--- src/hw/rtl/gbfc_pkg.sv ---
`default_nettype none

package gbfc_pkg;

  localparam int unsigned BYTE_W    = 8;
  localparam int unsigned LENGTH_W  = 16;
  localparam int unsigned STATUS_W  = 2;
  localparam int unsigned CFG_IDX_W = 2;

  localparam logic [BYTE_W-1:0]   SYNC_FIRST   = 8'hB5;
  localparam logic [BYTE_W-1:0]   SYNC_SECOND  = 8'h62;
  localparam logic [LENGTH_W-1:0] FLOOR_LENGTH = 16'd8;

  localparam logic [LENGTH_W-1:0] MIN_LENGTH_RESET = 16'd8;
  localparam logic [LENGTH_W-1:0] MAX_LENGTH_RESET = 16'hFFFF;

  typedef enum logic [CFG_IDX_W-1:0] {
    REG_MIN_LENGTH = 2'd0,
    REG_MAX_LENGTH = 2'd1
  } cfg_reg_t;

  typedef enum logic [STATUS_W-1:0] {
    ST_VALID    = 2'd0,
    ST_CHECKSUM = 2'd1,
    ST_LENGTH   = 2'd2
  } status_t;

  // One byte handed from the input register to the parser
  typedef struct packed {
    logic              valid;
    logic [BYTE_W-1:0] data;
  } step_t;

  typedef struct packed {
    status_t             status;
    logic [LENGTH_W-1:0] length;
    logic [BYTE_W-1:0]   msg_class;
    logic [BYTE_W-1:0]   msg_id;
  } result_t;

endpackage

`default_nettype wire

--- src/hw/rtl/gbfc_in_reg.sv ---
`default_nettype none

module gbfc_in_reg (
  input  wire logic                  clk,
  input  wire logic                  rst,
  input  wire logic                  in_valid,
  output logic                       in_stall,
  input  wire logic [gbfc_pkg::BYTE_W-1:0] data_byte,
  input  wire logic                  out_ready,
  output gbfc_pkg::step_t            step
);
  import gbfc_pkg::*;

  logic              full;
  logic [BYTE_W-1:0] data;
  logic              advance;
  logic              accept;

  assign advance  = full && out_ready;
  assign in_stall = full && !out_ready;
  assign accept   = in_valid && !in_stall;

  assign step.valid = advance;
  assign step.data  = data;

  always_ff @(posedge clk) begin
    if (rst) begin
      full <= 1'b0;
    end else if (accept) begin
      full <= 1'b1;
    end else if (advance) begin
      full <= 1'b0;
    end
  end

  always_ff @(posedge clk) begin
    if (accept) begin
      data <= data_byte;
    end
  end

endmodule

`default_nettype wire

--- src/hw/rtl/gbfc_parser.sv ---
`default_nettype none

module gbfc_parser (
  input  wire logic                           clk,
  input  wire logic                           rst,
  input  wire logic                           cfg_write,
  input  wire logic [gbfc_pkg::CFG_IDX_W-1:0] cfg_index,
  input  wire logic [gbfc_pkg::LENGTH_W-1:0]  cfg_data,
  input  gbfc_pkg::step_t                     step,
  output logic                                result_valid,
  output gbfc_pkg::result_t                   result
);
  import gbfc_pkg::*;

  typedef enum logic [2:0] {
    PH_HUNT  = 3'd0,
    PH_SYNC2 = 3'd1,
    PH_CLASS = 3'd2,
    PH_ID    = 3'd3,
    PH_LENHI = 3'd4,
    PH_LENLO = 3'd5,
    PH_BODY  = 3'd6
  } phase_t;

  logic [LENGTH_W-1:0] min_length;
  logic [LENGTH_W-1:0] max_length;

  phase_t              phase, phase_next;
  logic [LENGTH_W-1:0] byte_index, byte_index_next;
  logic [LENGTH_W-1:0] length_value, length_value_next;
  logic [BYTE_W-1:0]   class_value, class_value_next;
  logic [BYTE_W-1:0]   id_value, id_value_next;
  logic [BYTE_W-1:0]   sum_first, sum_second;
  logic [BYTE_W-1:0]   sum_first_next, sum_second_next;
  logic                check_mismatch, check_mismatch_next;

  logic [BYTE_W-1:0]   b;
  logic [BYTE_W-1:0]   add_first, add_second;
  logic [LENGTH_W:0]   index_plus2;
  logic [LENGTH_W-1:0] low_limit;
  logic [LENGTH_W-1:0] length_lo;
  logic                length_bad;

  always_ff @(posedge clk) begin
    if (rst) begin
      min_length <= MIN_LENGTH_RESET;
      max_length <= MAX_LENGTH_RESET;
    end else if (cfg_write) begin
      case (cfg_index)
        REG_MIN_LENGTH: min_length <= cfg_data;
        REG_MAX_LENGTH: max_length <= cfg_data;
        default: ;
      endcase
    end
  end

  assign b           = step.data;
  assign add_first   = sum_first + b;
  assign add_second  = sum_second + add_first;
  assign index_plus2 = {1'b0, byte_index} + (LENGTH_W+1)'(2);
  assign length_lo   = {length_value[LENGTH_W-1:BYTE_W], b};
  assign low_limit   = (min_length < FLOOR_LENGTH) ? FLOOR_LENGTH : min_length;
  assign length_bad  = (length_lo < low_limit) || (length_lo > max_length);

  always_comb begin
    phase_next          = phase;
    byte_index_next     = byte_index;
    length_value_next   = length_value;
    class_value_next    = class_value;
    id_value_next       = id_value;
    sum_first_next      = sum_first;
    sum_second_next     = sum_second;
    check_mismatch_next = check_mismatch;
    result_valid        = 1'b0;
    result.status       = ST_VALID;
    result.length       = length_value;
    result.msg_class    = class_value;
    result.msg_id       = id_value;

    case (phase)
      PH_SYNC2: begin
        if (b == SYNC_SECOND) begin
          phase_next          = PH_CLASS;
          byte_index_next     = LENGTH_W'(2);
          sum_first_next      = '0;
          sum_second_next     = '0;
          check_mismatch_next = 1'b0;
        end else if (b != SYNC_FIRST) begin
          phase_next      = PH_HUNT;
          byte_index_next = '0;
        end
      end
      PH_CLASS: begin
        class_value_next = b;
        sum_first_next   = add_first;
        sum_second_next  = add_second;
        phase_next       = PH_ID;
        byte_index_next  = LENGTH_W'(3);
      end
      PH_ID: begin
        id_value_next   = b;
        sum_first_next  = add_first;
        sum_second_next = add_second;
        phase_next      = PH_LENHI;
        byte_index_next = LENGTH_W'(4);
      end
      PH_LENHI: begin
        length_value_next = {b, {BYTE_W{1'b0}}};
        sum_first_next    = add_first;
        sum_second_next   = add_second;
        phase_next        = PH_LENLO;
        byte_index_next   = LENGTH_W'(5);
      end
      PH_LENLO: begin
        length_value_next = length_lo;
        sum_first_next    = add_first;
        sum_second_next   = add_second;
        result.length     = length_lo;
        if (length_bad) begin
          result_valid    = 1'b1;
          result.status   = ST_LENGTH;
          phase_next      = PH_HUNT;
          byte_index_next = '0;
        end else begin
          phase_next      = PH_BODY;
          byte_index_next = LENGTH_W'(6);
        end
      end
      PH_BODY: begin
        if (index_plus2 < {1'b0, length_value}) begin
          sum_first_next  = add_first;
          sum_second_next = add_second;
          byte_index_next = byte_index + LENGTH_W'(1);
        end else if (index_plus2 == {1'b0, length_value}) begin
          check_mismatch_next = (b != sum_first);
          byte_index_next     = byte_index + LENGTH_W'(1);
        end else begin
          // last byte: second check byte closes the frame
          result_valid    = 1'b1;
          result.status   = (check_mismatch || (b != sum_second)) ? ST_CHECKSUM : ST_VALID;
          phase_next      = PH_HUNT;
          byte_index_next = '0;
        end
      end
      default: begin
        phase_next      = (b == SYNC_FIRST) ? PH_SYNC2 : PH_HUNT;
        byte_index_next = (b == SYNC_FIRST) ? LENGTH_W'(1) : '0;
      end
    endcase

    if (!step.valid) begin
      result_valid = 1'b0;
    end
  end

  always_ff @(posedge clk) begin
    if (rst) begin
      phase          <= PH_HUNT;
      byte_index     <= '0;
      length_value   <= '0;
      class_value    <= '0;
      id_value       <= '0;
      sum_first      <= '0;
      sum_second     <= '0;
      check_mismatch <= 1'b0;
    end else if (step.valid) begin
      phase          <= phase_next;
      byte_index     <= byte_index_next;
      length_value   <= length_value_next;
      class_value    <= class_value_next;
      id_value       <= id_value_next;
      sum_first      <= sum_first_next;
      sum_second     <= sum_second_next;
      check_mismatch <= check_mismatch_next;
    end
  end

endmodule

`default_nettype wire

--- src/hw/rtl/gbfc_out_reg.sv ---
`default_nettype none

module gbfc_out_reg (
  input  wire logic                          clk,
  input  wire logic                          rst,
  input  wire logic                          result_valid,
  input  gbfc_pkg::result_t                  result,
  output logic                               out_ready,
  output logic                               out_valid,
  input  wire logic                          out_stall,
  output logic [gbfc_pkg::STATUS_W-1:0]      frame_status,
  output logic [gbfc_pkg::LENGTH_W-1:0]      frame_length,
  output logic [gbfc_pkg::BYTE_W-1:0]        message_class,
  output logic [gbfc_pkg::BYTE_W-1:0]        message_id
);
  import gbfc_pkg::*;

  result_t held;

  // free slot, or the held transaction leaves this cycle
  assign out_ready = !out_valid || !out_stall;

  always_ff @(posedge clk) begin
    if (rst) begin
      out_valid <= 1'b0;
    end else if (result_valid) begin
      out_valid <= 1'b1;
    end else if (!out_stall) begin
      out_valid <= 1'b0;
    end
  end

  always_ff @(posedge clk) begin
    if (result_valid) begin
      held <= result;
    end
  end

  assign frame_status  = held.status;
  assign frame_length  = held.length;
  assign message_class = held.msg_class;
  assign message_id    = held.msg_id;

endmodule

`default_nettype wire

--- src/hw/rtl/gnss_binary_frame_checker_unit.sv ---
// Channel  Direction  Signals                                         Transfer
// in       input      in_valid, in_stall, data_byte                   valid & !stall
// out      output     out_valid, out_stall, frame_status,
//                     frame_length, message_class, message_id         valid & !stall
// cfg      input      cfg_write, cfg_index, cfg_data                  cfg_write
//
// One byte per cycle sustained while the result side does not stall. Each byte is
// registered in the input register, the parser updates its state from it, and any
// result lands in the output register, which drives the result port.
// Synchronous active-high reset clears state, restores min_length 8 and max_length
// 65535. A stall on the result side backs up through the input register to in_stall.
`default_nettype none

module gnss_binary_frame_checker_unit (
  input  wire logic                           clk,
  input  wire logic                           rst,
  input  wire logic                           in_valid,
  output logic                                in_stall,
  input  wire logic [gbfc_pkg::BYTE_W-1:0]    data_byte,
  output logic                                out_valid,
  input  wire logic                           out_stall,
  output logic [gbfc_pkg::STATUS_W-1:0]       frame_status,
  output logic [gbfc_pkg::LENGTH_W-1:0]       frame_length,
  output logic [gbfc_pkg::BYTE_W-1:0]         message_class,
  output logic [gbfc_pkg::BYTE_W-1:0]         message_id,
  input  wire logic                           cfg_write,
  input  wire logic [gbfc_pkg::CFG_IDX_W-1:0] cfg_index,
  input  wire logic [gbfc_pkg::LENGTH_W-1:0]  cfg_data
);
  import gbfc_pkg::*;

  step_t   step;
  logic    out_ready;
  logic    result_valid;
  result_t result;

  gbfc_in_reg u_in_reg (
    .clk       (clk),
    .rst       (rst),
    .in_valid  (in_valid),
    .in_stall  (in_stall),
    .data_byte (data_byte),
    .out_ready (out_ready),
    .step      (step)
  );

  gbfc_parser u_parser (
    .clk          (clk),
    .rst          (rst),
    .cfg_write    (cfg_write),
    .cfg_index    (cfg_index),
    .cfg_data     (cfg_data),
    .step         (step),
    .result_valid (result_valid),
    .result       (result)
  );

  gbfc_out_reg u_out_reg (
    .clk           (clk),
    .rst           (rst),
    .result_valid  (result_valid),
    .result        (result),
    .out_ready     (out_ready),
    .out_valid     (out_valid),
    .out_stall     (out_stall),
    .frame_status  (frame_status),
    .frame_length  (frame_length),
    .message_class (message_class),
    .message_id    (message_id)
  );

endmodule

`default_nettype wire

--- config.mk ---
export PLATFORM = sky130hd
export DESIGN_NAME = gnss_binary_frame_checker_unit
export DESIGN_NICKNAME = d
export VERILOG_FILES = /design/src/hw/rtl/gbfc_pkg.sv /design/src/hw/rtl/gbfc_in_reg.sv /design/src/hw/rtl/gbfc_parser.sv /design/src/hw/rtl/gbfc_out_reg.sv /design/src/hw/rtl/gnss_binary_frame_checker_unit.sv
export SDC_FILE = /design/constraint.sdc
export NUM_CORES = 1
export LEC_CHECK = 0
export ABC_CLOCK_PERIOD_IN_PS = 4300
export BUFFER_PORTS_ARGS = -buffer_cell sky130_fd_sc_hd__buf_2
export CORE_MARGIN = 2
export CORE_UTILIZATION = 45
export DETAILED_ROUTE_END_ITERATION = 16
export PLACE_DENSITY = 0.65
export SETUP_SLACK_MARGIN = 0.3
export SYNTH_ARGS = -nofsm -noshare
export SYNTH_HDL_FRONTEND = slang
export SYNTH_SLANG_ARGS = --single-unit
--- constraint.sdc ---
create_clock -name clk -period 4.3 [get_ports clk]
set_input_delay 0.43 -clock clk [delete_from_list [all_inputs] [get_ports clk]]
set_output_delay 0.43 -clock clk [all_outputs]
set_load 0.01 [all_outputs]
## Word-level counts from Yosys, hierarchy flattened

Index checks and enable logic that the tools add are counted.

- Output and inout port bits: 36
- Memory bits (writable): 0
- Register bits after elaboration: 144
- Input bits: 31
- Memory bits (read-only): 0
- Memories kept: 0
- Bits in latches: 0
- Logic and storage cells: 113

- $lt $le $gt $ge: 4
- Multipliers: 0
- Muxes and demuxes: 40
- Div/mod/pow operators: 0
- Bitwise logic cells: 1
- $add $sub $neg: 4
- Reduce and logical (&&, ||, !) cells: 26
- Shift operators: 0
- Equal/unequal tests: 20

Operators by type and width:

| operator | number |
|---|---|
| 16-bit case mux with 6 select lines | 1 |
| 16-bit two-way mux | 5 |
| 8-bit case mux with 3 select lines | 2 |
| 8-bit two-way mux | 4 |
| 16-bit case mux with 2 select lines | 1 |
| 3-bit two-way mux | 6 |
| 3-bit case mux with 6 select lines | 1 |
| 16-bit by 2-bit adder with 17-bit output, second input constant | 1 |
| 17-bit by 16-bit equality test with 1-bit output | 1 |
| 17-bit by 16-bit < comparator with 1-bit output | 1 |
| 16-bit by 1-bit adder with 16-bit output, second input constant | 1 |
| 8-bit adder | 2 |
| 16-bit > comparator | 1 |
| 16-bit < comparator | 1 |
| 16-bit by 4-bit < comparator with 1-bit output, second input constant | 1 |
| 8-bit inequality test | 2 |
| 1-bit two-way mux | 14 |
| 2-bit AND reduction | 6 |
| 3-bit equality test, second input constant | 3 |
| 8-bit by 7-bit equality test with 1-bit output, second input constant | 1 |
| 8-bit equality test, second input constant | 1 |
| 2-bit by 1-bit inequality test with 1-bit output, second input constant | 4 |
| 8-bit inequality test, second input constant | 1 |
| 4-bit AND reduction | 2 |
| other kinds (18) | 32 |

## Longest topological paths before layout

- Depth after elaboration: 8
- Depth in mapped cells: 16
- Depth with buffers taken out: 15

## Modules after synthesis

From an unflattened synthesis, not the netlist that was laid out.

- Cell total of the unflattened synthesis: 832
- Area, all modules: 7702.4 um2

Modules (own cells, without submodules):

| module | sequential area each (um2) | cells an instance | area each (um2) | instances |
|---|---|---|---|---|
| gbfc_parser | 2001.9 | 780 | 6344.8 | 1 |
| gbfc_out_reg | 1041.0 | 38 | 1053.5 | 1 |
| gbfc_in_reg | 260.2 | 14 | 304.0 | 1 |

## Worst setup path after synthesis

No wires, ideal clock.

- Path type: flip-flop to flip-flop
- Start point: reg u_parser.byte_index[1]
- End point: reg u_out_reg.held, in the netlist u_out_reg.frame_length[0] (enable)
- Buffers on the path: 0
- Cell stages (with the launch flop): 16
- Period minus slack after synthesis: 4749 ps
- Slack: -449 ps
- Setup time: 425 ps
- Arrival time: 4324 ps
- Data required time: 3875 ps
- Path through: dfxtp_1 ha_1 nand3_1 nor3_1 and3_1 nand3_1 nor2_1 xor2_1 ha_1 nand3_1 or2_2 o221a_4 nand3_1 nand3_1 o21a_1 nor2_1

- Word-level cells in the longest chain between the ends: 6
- Elaborated cells between the ends (all ways): 7
- Classes of those cells: add/sub (1); order compare (1); eq/ne (1); mux (4)

Ends and longest elaborated chain:

| item | line | source |
|---|---|---|
| from (decl) | gbfc_parser.sv:29 | `logic [LENGTH_W-1:0] byte_index, byte_index_next;` |
| from (signal assigned) | gbfc_parser.sv:168 | `byte_index <= byte_index_next;` |
| 16-bit by 2-bit adder with 17-bit output (*) | gbfc_parser.sv:60 | `assign index_plus2 = {1'b0, byte_index} + (LENGTH_W+1)'(2);` |
| parallel branches: the longest is 2 deep, another holds 17-bit by 16-bit < comparator with 1-bit output | - |  |
| 1-bit two-way mux (*) | gbfc_parser.sv:130 | `if (index_plus2 < {1'b0, length_value}) begin` |
| 1-bit case mux with 2 select lines (*) | gbfc_parser.sv:80 | `case (phase)` |
| 1-bit two-way mux (*) | gbfc_parser.sv:151 | `if (!step.valid) begin` |
| named net result_valid | gnss_binary_frame_checker_unit.sv:34 | `logic result_valid;` |
| to (signal assigned) | gbfc_out_reg.sv:35 | `held <= result;` |
| to (decl) | gbfc_out_reg.sv:18 | `result_t held;` |

Mark *: on every way through the listed nets, which the timed path passes.
A chain may end at the register's enable or synchronous reset.

## Final worst setup path

- Start point: reg u_parser.byte_index[1]
- End point: reg u_out_reg.held, in the netlist u_out_reg.message_id[5] (enable)

The elaborated chain is that of the path after synthesis.

==> impl_metrics.tcl <==
set metrics [dict create \
    dp_hpwl_um 12600 \
    ys.flop_type "dfxtp_1" \
    p_leak_nw 3.64 \
    postSynthAreaPerCell_um2 9.35 \
    slew_headroom_pct 26.3 \
    clkSinkCount 144 \
    numPortBuffers 66 \
    synth.area.mux_share_pct 2.50 \
    grt_use_total_pct 20.1 \
    setup_viol 0 \
    critPathLaunchType "flop" \
    rsz0062_at_grt "no" \
    worst_slew_pin_slew_ps 1110 \
    layout_min_cycle_time_ps 3700 \
    diodes 0 \
    ys_seq_area_share_pct 43.5 \
    ys_types 74 \
    vias 6002 \
    synthesis.area_um2 7600 \
    worstHoldPathType "input port to flop" \
    grt_pass1_wl_um 28500 \
    layout.nets 966 \
    synth_top_family_by_area "compound AO/OA/AOI/OAI gates" \
    vias_per_cell 5.44 \
    clk_latency_ps 420 \
    postSynth.asyncResetShare_pct 0 \
    cts_root_buf "clkbuf_16" \
    finClkSkew_ps 9.56 \
    synth_xor_area_share_pct 4.03 \
    pwr_density_cell_nw_per_um2 348 \
    drt_iter0_drc 441 \
    synth.most_common_cell "dfxtp_1" \
    met1_usage_pct 27.3 \
    synth_edf_count 42 \
    rows 47 \
    drive_gt1_share_pct 16.2 \
    clk_pin_slew_ps 60 \
    synth.top_cell.area_share_pct 26.9 \
    gr-total-overflow 0 \
    fmax_mhz 271 \
    drc_errors 0 \
    grtUsageMet2_pct 32.5 \
    fp.dieArea_um2 17900 \
    fin_setup_tns_ps 0 \
    synth_common_cells "dfxtp_1 (102), nand2_1 (96), nor2_1 (87)" \
    fp.dieW_um 134 \
    place.gp.congestion 0.843 \
    synth_compound_area_share_pct 17.0 \
    synth_cells 813 \
    cts_hold_buffers 0 \
    ir_drop_mv 0.301 \
    status "completed" \
    maxCapViolations 0 \
    synth.top_cells.by_area "dfxtp_1 (27%), edfxtp_1 (17%), ha_1 (10%), nand2_1 (4.7%), nor2_1 (4.3%)" \
    crit_path_end_kind "flop" \
    h-tree-depth 4 \
    critPathKind "flop to flop" \
    finalCritPeriodShare_pct 86.0 \
    antenna_found_initial 0 \
    grt_max_degree 66 \
    detail-route-antenna-nets 0 \
    hold_violations 0 \
    synth_warnings 0 \
    cts_tree "built" \
    crit_arrival_ps 3820 \
    grt_pass1_vias 5629 \
    top_usage_layer "met2" \
    slew_viol_final 0 \
    ys_ff_latch 144 \
    wl_per_cell_um 15.8 \
    core_um2 16500 \
    routed_wl_um 17400 \
    grt_use_met3_pct 3.89 \
    area_delta_synth_final_pct 14.5 \
    required_ps 4420 \
    cts-buffers-inserted 17 \
    start_util_pct 46.0 \
    power_mw 3.03 \
    ioPinCount 67 \
    synth-simple-area-share_pct 16.9 \
    yosysTopAreaCell "dfxtp_1" \
    die_h_um 134 \
    dr.pass1.iters 5 \
    synth_nets 909 \
    cp_max_fo 26 \
    clock_path_buffers 2 \
    synthAdderAreaFrac_pct 10.9 \
]
==> worst paths after layout <==
| kind | startpoint | endpoint | slack [ps] | depth (start not counted) |
|---|---|---|---|---|
| setup / recovery | u_parser.byte_index[1] | u_out_reg.message_id[5] | 600 | 16 |
| hold / removal | data_byte[7] | u_in_reg.data[7] | 180 | 1 |
| setup reg to reg | u_parser.byte_index[1] | u_out_reg.message_id[5] | 600 | 16 |
| hold reg to reg | u_parser.class_value[5] | u_out_reg.message_class[5] | 430 | 0 |
==> cells in the final DEF (no fill, tap or decap), types with 4 or more instances in the layout <==
cell type    n
nand2_1     96
mux2_2       8
o21ai_0     22
and3_1       5
a31oi_1      5
inv_6        6
nor3_1      11
inv_1       58
a211oi_1     5
nor2_1      86
mux2i_1     10
a21oi_1     60
xor2_1      16
nor2b_1      4
buf_4       10
nand4_1     11
ha_1        62
a21o_1       5
a211o_1     16
nor4_1       6
a22oi_1     24
edfxtp_1    42
o211ai_1     5
dfxtp_1    100
buf_2       66
nand3_1     22
clkbuf_16   17
xnor2_1     19
a32o_1       5
==> report_power, final <==
group / leakage [nW] / internal [mW] / switching (mW)
Combinational: 2.12 / 0.0743 / 0.119
Sequential: 1.25 / 1.41 / 0.0249
Clock: 0.274 / 0.804 / 0.594
Total: 3.64 / 2.29 / 0.738
==> cell families after synthesis <==
kind of cell	after synthesis
adder cells (fa/ha/maj)	65
XOR/XNOR	35
AO/OA/AOI/OAI	182
multiplexers	18
AND/OR/NAND/NOR	272
buffers and inverters	97
flip-flops	144
==> sequential cells by signal (all words and copies together) (netlist names), 8 cells and up <==
register	cells
u_parser.max_length	16
u_in_reg.data	8
u_parser.class_value	8
u_out_reg.message_class	8
u_parser.sum_first	8
u_parser.sum_second	8
u_out_reg.frame_length	16
u_parser.id_value	8
u_out_reg.message_id	8
u_parser.byte_index	16
u_parser.min_length	16
u_parser.length_value	16
==> through the flow <==
step | hold slack [ps] | cells | util (%) | area [um^2] | setup WS (ps)
6_report | 179 | 1103 | 52.7 | 8710 | 604
5_1_grt | 169 | 1103 | 52.7 | 8710 | 346
4_1_cts | 172 | 1103 | 52.6 | 8690 | 422
3_5_place_dp | 423 | 1071 | 49.2 | 8130 | 457
3_3_place_gp | 410 | 1071 | 49.2 | 8130 | 554
2_1_floorplan | 408 | 813 | - | 7610 | 481
==> layer usage <==
layer | share of wire (%) | up-vias
met4 | 1.4 | 0
met2 | 46 | 155
met5 | 0 | -
met3 | 4.8 | 18
met1 | 48 | 2825
li1 | - | 3004
==> repair_timing <==
action	4_1_cts	5_1_grt
endpoints found under the setup margin	0	60
setup buffers	0	0
resized for setup	0	5
==> worst max-delay path, cell delays in order, from the launching register on <==
cell and delay, ps:
dfxtp_2 380, ha_2 230, nand3_1 160, nor3_2 270
and3_1 220, nand3_1 120, nor2_1 150, xor2_1 240
ha_1 220, nand3_1 150, or2_2 310, o221a_4 250
nand3_1 100, nand3_1 100, o21a_1 170, nor2_4 120
buf_12 190
==> layout make-up <==
cell class | instances | area [um^2]
Timing Repair Buffer | 77 | 425
Sequential cell | 144 | 3310
Inverter | 58 | 218
Clock buffer | 18 | 429
Tap cell | 220 | 275
Multi-Input combinational cell | 572 | 3920
Fill cell | 1550 | 7820
Clock inverter | 14 | 130
Note: power is estimated with default switching activity, not from simulation.
